### config.mk
export PLATFORM = sky130hd
export DESIGN_NAME = sha256_ctrl
export DESIGN_NICKNAME = d
export VERILOG_FILES = /design/src/hw/rtl/sha256_pkg.sv /design/src/hw/rtl/sha256_ctrl.sv
export SDC_FILE = /design/constraint.sdc
export NUM_CORES = 1
export LEC_CHECK = 0
export BUFFER_PORTS_ARGS = -buffer_cell sky130_fd_sc_hd__buf_2
export CORE_AREA = 2 2 39 41
export DETAILED_ROUTE_END_ITERATION = 8
export DIE_AREA = 0 0 41 43
export GPL_ROUTABILITY_DRIVEN = 0
export PLACE_DENSITY = 0.7
export SETUP_SLACK_MARGIN = 0.1
export SLEW_MARGIN = 0
export SYNTH_ARGS = -nofsm -noshare
export SYNTH_HDL_FRONTEND = slang
export SYNTH_SLANG_ARGS = --single-unit
### constraint.sdc
create_clock -name clk_i -period 2.1 [get_ports clk_i]
set_input_delay 0.105 -clock clk_i [delete_from_list [all_inputs] [get_ports clk_i]]
set_output_delay 0.105 -clock clk_i [all_outputs]
set_load 0.05 [all_outputs]
### src/hw/rtl/sha256_pkg.sv
`timescale 1ns / 1ps
package sha256_pkg;

  localparam int unsigned BlockBytes = 64;
  localparam int unsigned Rounds     = 64;

  typedef logic [31:0] word_t;

  typedef struct packed {
    logic load_byte;
    logic start_block;
    logic pad_start;
    logic pad_step;
    logic len_load;
    logic init_chain;
    logic out_shift;
  } dp_cmd_t;

  typedef struct packed {
    logic        rounds_done;
    logic        buf_full;
    logic [5:0]  fill;
  } dp_status_t;

  localparam word_t InitH [8] = '{
    32'h6a09e667, 32'hbb67ae85, 32'h3c6ef372, 32'ha54ff53a,
    32'h510e527f, 32'h9b05688c, 32'h1f83d9ab, 32'h5be0cd19
  };

  localparam word_t RoundK [64] = '{
    32'h428a2f98, 32'h71374491, 32'hb5c0fbcf, 32'he9b5dba5,
    32'h3956c25b, 32'h59f111f1, 32'h923f82a4, 32'hab1c5ed5,
    32'hd807aa98, 32'h12835b01, 32'h243185be, 32'h550c7dc3,
    32'h72be5d74, 32'h80deb1fe, 32'h9bdc06a7, 32'hc19bf174,
    32'he49b69c1, 32'hefbe4786, 32'h0fc19dc6, 32'h240ca1cc,
    32'h2de92c6f, 32'h4a7484aa, 32'h5cb0a9dc, 32'h76f988da,
    32'h983e5152, 32'ha831c66d, 32'hb00327c8, 32'hbf597fc7,
    32'hc6e00bf3, 32'hd5a79147, 32'h06ca6351, 32'h14292967,
    32'h27b70a85, 32'h2e1b2138, 32'h4d2c6dfc, 32'h53380d13,
    32'h650a7354, 32'h766a0abb, 32'h81c2c92e, 32'h92722c85,
    32'ha2bfe8a1, 32'ha81a664b, 32'hc24b8b70, 32'hc76c51a3,
    32'hd192e819, 32'hd6990624, 32'hf40e3585, 32'h106aa070,
    32'h19a4c116, 32'h1e376c08, 32'h2748774c, 32'h34b0bcb5,
    32'h391c0cb3, 32'h4ed8aa4a, 32'h5b9cca4f, 32'h682e6ff3,
    32'h748f82ee, 32'h78a5636f, 32'h84c87814, 32'h8cc70208,
    32'h90befffa, 32'ha4506ceb, 32'hbef9a3f7, 32'hc67178f2
  };

  localparam logic [7:0] PadByte = 8'h80;

  function automatic word_t rotr(word_t x, int unsigned n);
    return (x >> n) | (x << (32 - n));
  endfunction

endpackage

### src/hw/rtl/sha256_ctrl.sv
`timescale 1ns / 1ps
module sha256_ctrl (
  input  logic                  clk_i,
  input  logic                  rst_ni,
  input  logic                  in_valid_i,
  input  logic                  in_present_i,
  input  logic                  in_last_i,
  output logic                  in_ready_o,
  output logic                  out_valid_o,
  input  logic                  out_ready_i,
  output logic [2:0]            out_idx_o,
  output sha256_pkg::dp_cmd_t   cmd_o,
  input  sha256_pkg::dp_status_t sts_i
);

  typedef enum logic [2:0] {
    StIdle, StByteRound, StPadFill, StPadRound, StLenStart, StLenRound, StOut
  } state_e;

  state_e     state_q, state_d;
  logic [2:0] idx_q, idx_d;
  logic       last_q, last_d;
  logic       acc;

  assign in_ready_o  = (state_q == StIdle);
  assign out_valid_o = (state_q == StOut);
  assign out_idx_o   = idx_q;
  assign acc         = in_valid_i && in_ready_o;

  always_comb begin
    state_d = state_q;
    idx_d   = idx_q;
    last_d  = last_q;
    cmd_o   = '0;
    case (state_q)
      StIdle: begin
        if (acc) begin
          last_d = in_last_i;
          cmd_o.load_byte = in_present_i;
          if (in_present_i && sts_i.fill == 6'd63) begin
            cmd_o.start_block = 1'b1;
            state_d = StByteRound;
          end else if (in_last_i) begin
            state_d = StPadFill;
          end
        end
      end
      StByteRound: begin
        if (sts_i.rounds_done) begin
          state_d = last_q ? StPadFill : StIdle;
        end
      end
      StPadFill: begin
        cmd_o.pad_start = 1'b1;
        if (sts_i.fill > 6'd55) begin
          cmd_o.start_block = 1'b1;
          state_d = StPadRound;
        end else begin
          cmd_o.len_load = 1'b1;
          cmd_o.start_block = 1'b1;
          state_d = StLenRound;
        end
      end
      StPadRound: begin
        if (sts_i.rounds_done) begin
          cmd_o.pad_step = 1'b1;
          cmd_o.len_load = 1'b1;
          state_d = StLenStart;
        end
      end
      // chain words settle before the length block starts
      StLenStart: begin
        cmd_o.start_block = 1'b1;
        state_d = StLenRound;
      end
      StLenRound: begin
        if (sts_i.rounds_done) begin
          idx_d = '0;
          state_d = StOut;
        end
      end
      StOut: begin
        if (out_ready_i) begin
          cmd_o.out_shift = 1'b1;
          idx_d = idx_q + 3'd1;
          if (idx_q == 3'd7) begin
            cmd_o.init_chain = 1'b1;
            state_d = StIdle;
          end
        end
      end
      default: state_d = StIdle;
    endcase
  end

  always_ff @(posedge clk_i or negedge rst_ni) begin
    if (!rst_ni) begin
      state_q <= StIdle;
      idx_q   <= '0;
      last_q  <= 1'b0;
    end else begin
      state_q <= state_d;
      idx_q   <= idx_d;
      last_q  <= last_d;
    end
  end

`ifndef NO_ASSERTIONS
  a_out_only_in_out: assert property (@(posedge clk_i) disable iff (!rst_ni)
    out_valid_o |-> !in_ready_o) else $error("accept during output");
  a_idx_zero: assert property (@(posedge clk_i) disable iff (!rst_ni)
    $rose(out_valid_o) |-> idx_q == 3'd0) else $error("index not cleared");
  a_wrap_idle: assert property (@(posedge clk_i) disable iff (!rst_ni)
    (out_valid_o && out_ready_i && idx_q == 3'd7) |=> in_ready_o)
    else $error("no return to idle");
`endif

endmodule

==> flow_metrics.py <==
metrics = {
    "run_status": {
        "status": "finished clean",
    },
    "critical_path": {
        "reg2regPathDepth": 6,
        "r2r_end": "state_q[1]",
        "critPathLaunchType": "register",
        "criticalPathCategory": "reg -> out",
        "worstPathMaxFanout": 9,
        "r2r_slack_ps": 570,
        "path_cells": "inv_1, nor3_4, o21bai_1, buf_2",
        "end_kind": "output port",
        "crit_required_ps": 2000,
        "r2r-start": "out_idx_o[0]",
        "critPathLaunch": "state_q[1]",
        "crit_arrival_ps": 1640,
        "cp_slowest_cell": "dfrtp_1",
        "slowest_delay_ps": 570,
    },
    "min_path": {
        "hold_depth": 2,
        "hp-start": "in_last_i",
        "hold_path.class": "in -> reg",
        "hold_end": "last_q",
    },
    "yosys": {
        "ys_warn_count": 0,
        "synth_fp_nets": 71,
        "synth_area_leaders": "dfrtp_1 (34%), buf_6 (6.6%), nand2_1 (5.1%)",
        "seq_area_frac_synth_pct": 34.0,
        "post-synth-top-area-cell": "dfrtp_1",
        "syn_inst": 55,
        "synth_top_area_share_pct": 34.0,
        "ys_ff_latch": 7,
        "synth_cell_types": 29,
        "syn_area_um2": 515,
        "syn_area_per_cell_um2": 9.37,
    },
    "sta": {
        "hold_violations": 0,
        "fin_tns_setup_ps": 0,
        "tightestPinTransition_ps": 438,
        "drv_slew": 0,
        "rsz0062_at_grt": "false",
        "slew_headroom_pct": 70.8,
        "fin_crit_sh_pct": 83.1,
        "setup_viol_count_final": 0,
        "fmax_mhz": 573,
        "skew_ps": 2.49,
        "min_period_ps": 1750,
    },
    "floorplanning": {
        "die_w_um": 41,
        "initial_core_util_pct": 37.3,
        "die_area_um2": 1760,
        "die_y_um": 43,
        "fp-row-count": 14,
        "coreArea_um2": 1380,
        "ioPinCount": 26,
    },
    "grt": {
        "antenna_found_initial": 0,
        "grt_usage_pct": 12.4,
        "grt_max_degree": 10,
        "grt_pass1_wl_um": 1500,
        "gr-total-overflow": 0,
        "grt_pass1_vias": 404,
    },
    "power": {
        "p_leak_nw": 0.372,
        "peakVddDrop_v": 0.000574,
        "power.density_nw_per_um2": 1530,
        "power_mw": 1.02,
    },
    "route": {
        "drc": 0,
        "wirelength_um": 1090,
        "num_vias": 521,
        "drt_iter0_markers": 7,
        "drtPass1Iterations": 3,
        "wl_per_cell_um": 11.3,
        "viasPerCell": 5.37,
        "drtAntennaViolNets": 0,
    },
    "clock_network": {
        "clockBufferDepth": 2,
        "clock-sinks": 7,
        "htree_levels": 1,
        "post-cts-setup-buffer-count": 0,
        "cts_tree": "yes",
        "cts_buffers": 3,
        "clockRootBuffer": "clkbuf_4",
        "insertion_delay_ps": 240,
        "cts.reportedPaths.clkPinSlew_ps": 50,
    },
    "final_layout": {
        "drive_gt1_share_pct": 40.7,
        "layout_commonest_cell": "buf_2",
        "area.growth.synth_to_final_pct": 29.4,
        "diodes": 0,
        "final_cell_mix": "buf_2 (24), nand2_1 (7), dfrtp_1 (7), inv_1 (4)",
        "num-nets-final": 98,
    },
    "placement": {
        "port_buffers": 24,
        "dpl.hpwl_um": 846,
    },
    "flow_run": {
        "drv_cap": 0,
    },
}
-- per-layer routing --
metal,GRT usage (%),routed length [um],up-vias
li1,-,-,254
met1,14.4,462,260
met2,20.9,608,7
met3,3.14,21,0
met4,4.00,0,0
met5,0,0,-
-- Yosys cell counts, drive strengths merged --
cell    n
a31oi   2
ha      2
a211oi  1
o21ai   2
nor3    3
nand2b  1
inv     4
nand3   1
dfrtp   7
nand2   8
and2    1
and3    3
nor2    3
o21bai  1
a22o    2
a221oi  1
nand3b  1
a32o    1
nor2b   1
buf     3
and4    1
a21oi   2
nand4   1
mux2    3
-- worst max-delay path by stage --
stage                  to  slack (ps)  depth (start not counted)
2_1_floorplan    cmd_o[5]         130                          4
3_3_place_gp   state_q[1]         580                          6
3_5_place_dp   state_q[1]         560                          6
4_1_cts          cmd_o[2]         320                          4
5_1_grt          cmd_o[2]         250                          4
6_report         cmd_o[2]         350                          4
-- cell type report --
cell class	count	area, um^2
clock buffers	4	26.3
fillers	145	717
inverters	4	15.0
multi-input cells	41	300
flip-flops and latches	7	175
well taps	16	20.0
repair buffers	25	130
-- power breakdown --
| part | switching (mW) | total (mW) | internal (mW) |
|---|---|---|---|
| registers | 0.115 | 0.305 | 0.190 |
| clock network | 0.0452 | 0.117 | 0.0722 |
| logic | 0.398 | 0.596 | 0.197 |
-- registers in the layout, summed over array words and instances (netlist names) --
register / cells
out_idx_o: 3
last_q: 1
state_q: 3
-- per-stage QoR --
stage               cells  cell area [um^2]  hold WS, ps  utilization, %  setup WS (ps)
floorplan              55               524         -191               -            130
finish                 97               667         97.9            48.2            355
global placement       92               631        -63.4            45.6            581
detailed placement     92               631        -61.6            45.6            557
CTS                    97               667         92.9            48.2            318
global route           97               667          108            48.2            247
-- critical path: cells and delay by family (launching register included) --
kind | cells | cell delay, ps
buffers and inverters | 2 | 470
AO/OA/AOI/OAI | 1 | 150
flip-flops | 1 | 570
AND/OR/NAND/NOR | 1 | 190
-- cell families (layout without fill, tap and decap cells) --
family | count (synthesis) | after routing | synth area share, %
compound gates | 12 | 12 | 16.3
fa+ha+maj | 2 | 2 | 4.85
buf+inv | 7 | 33 | 9.46
flops | 7 | 7 | 34.0
mux | 3 | 3 | 7.28
simple gates | 24 | 24 | 28.2
-- what timing repair did --
item,in CTS,in global routing
hold endpoints to repair,7,0
gates resized for setup,0,0
hold buffers,1,0
No activity file was read; power rests on OpenSTA's default activity.
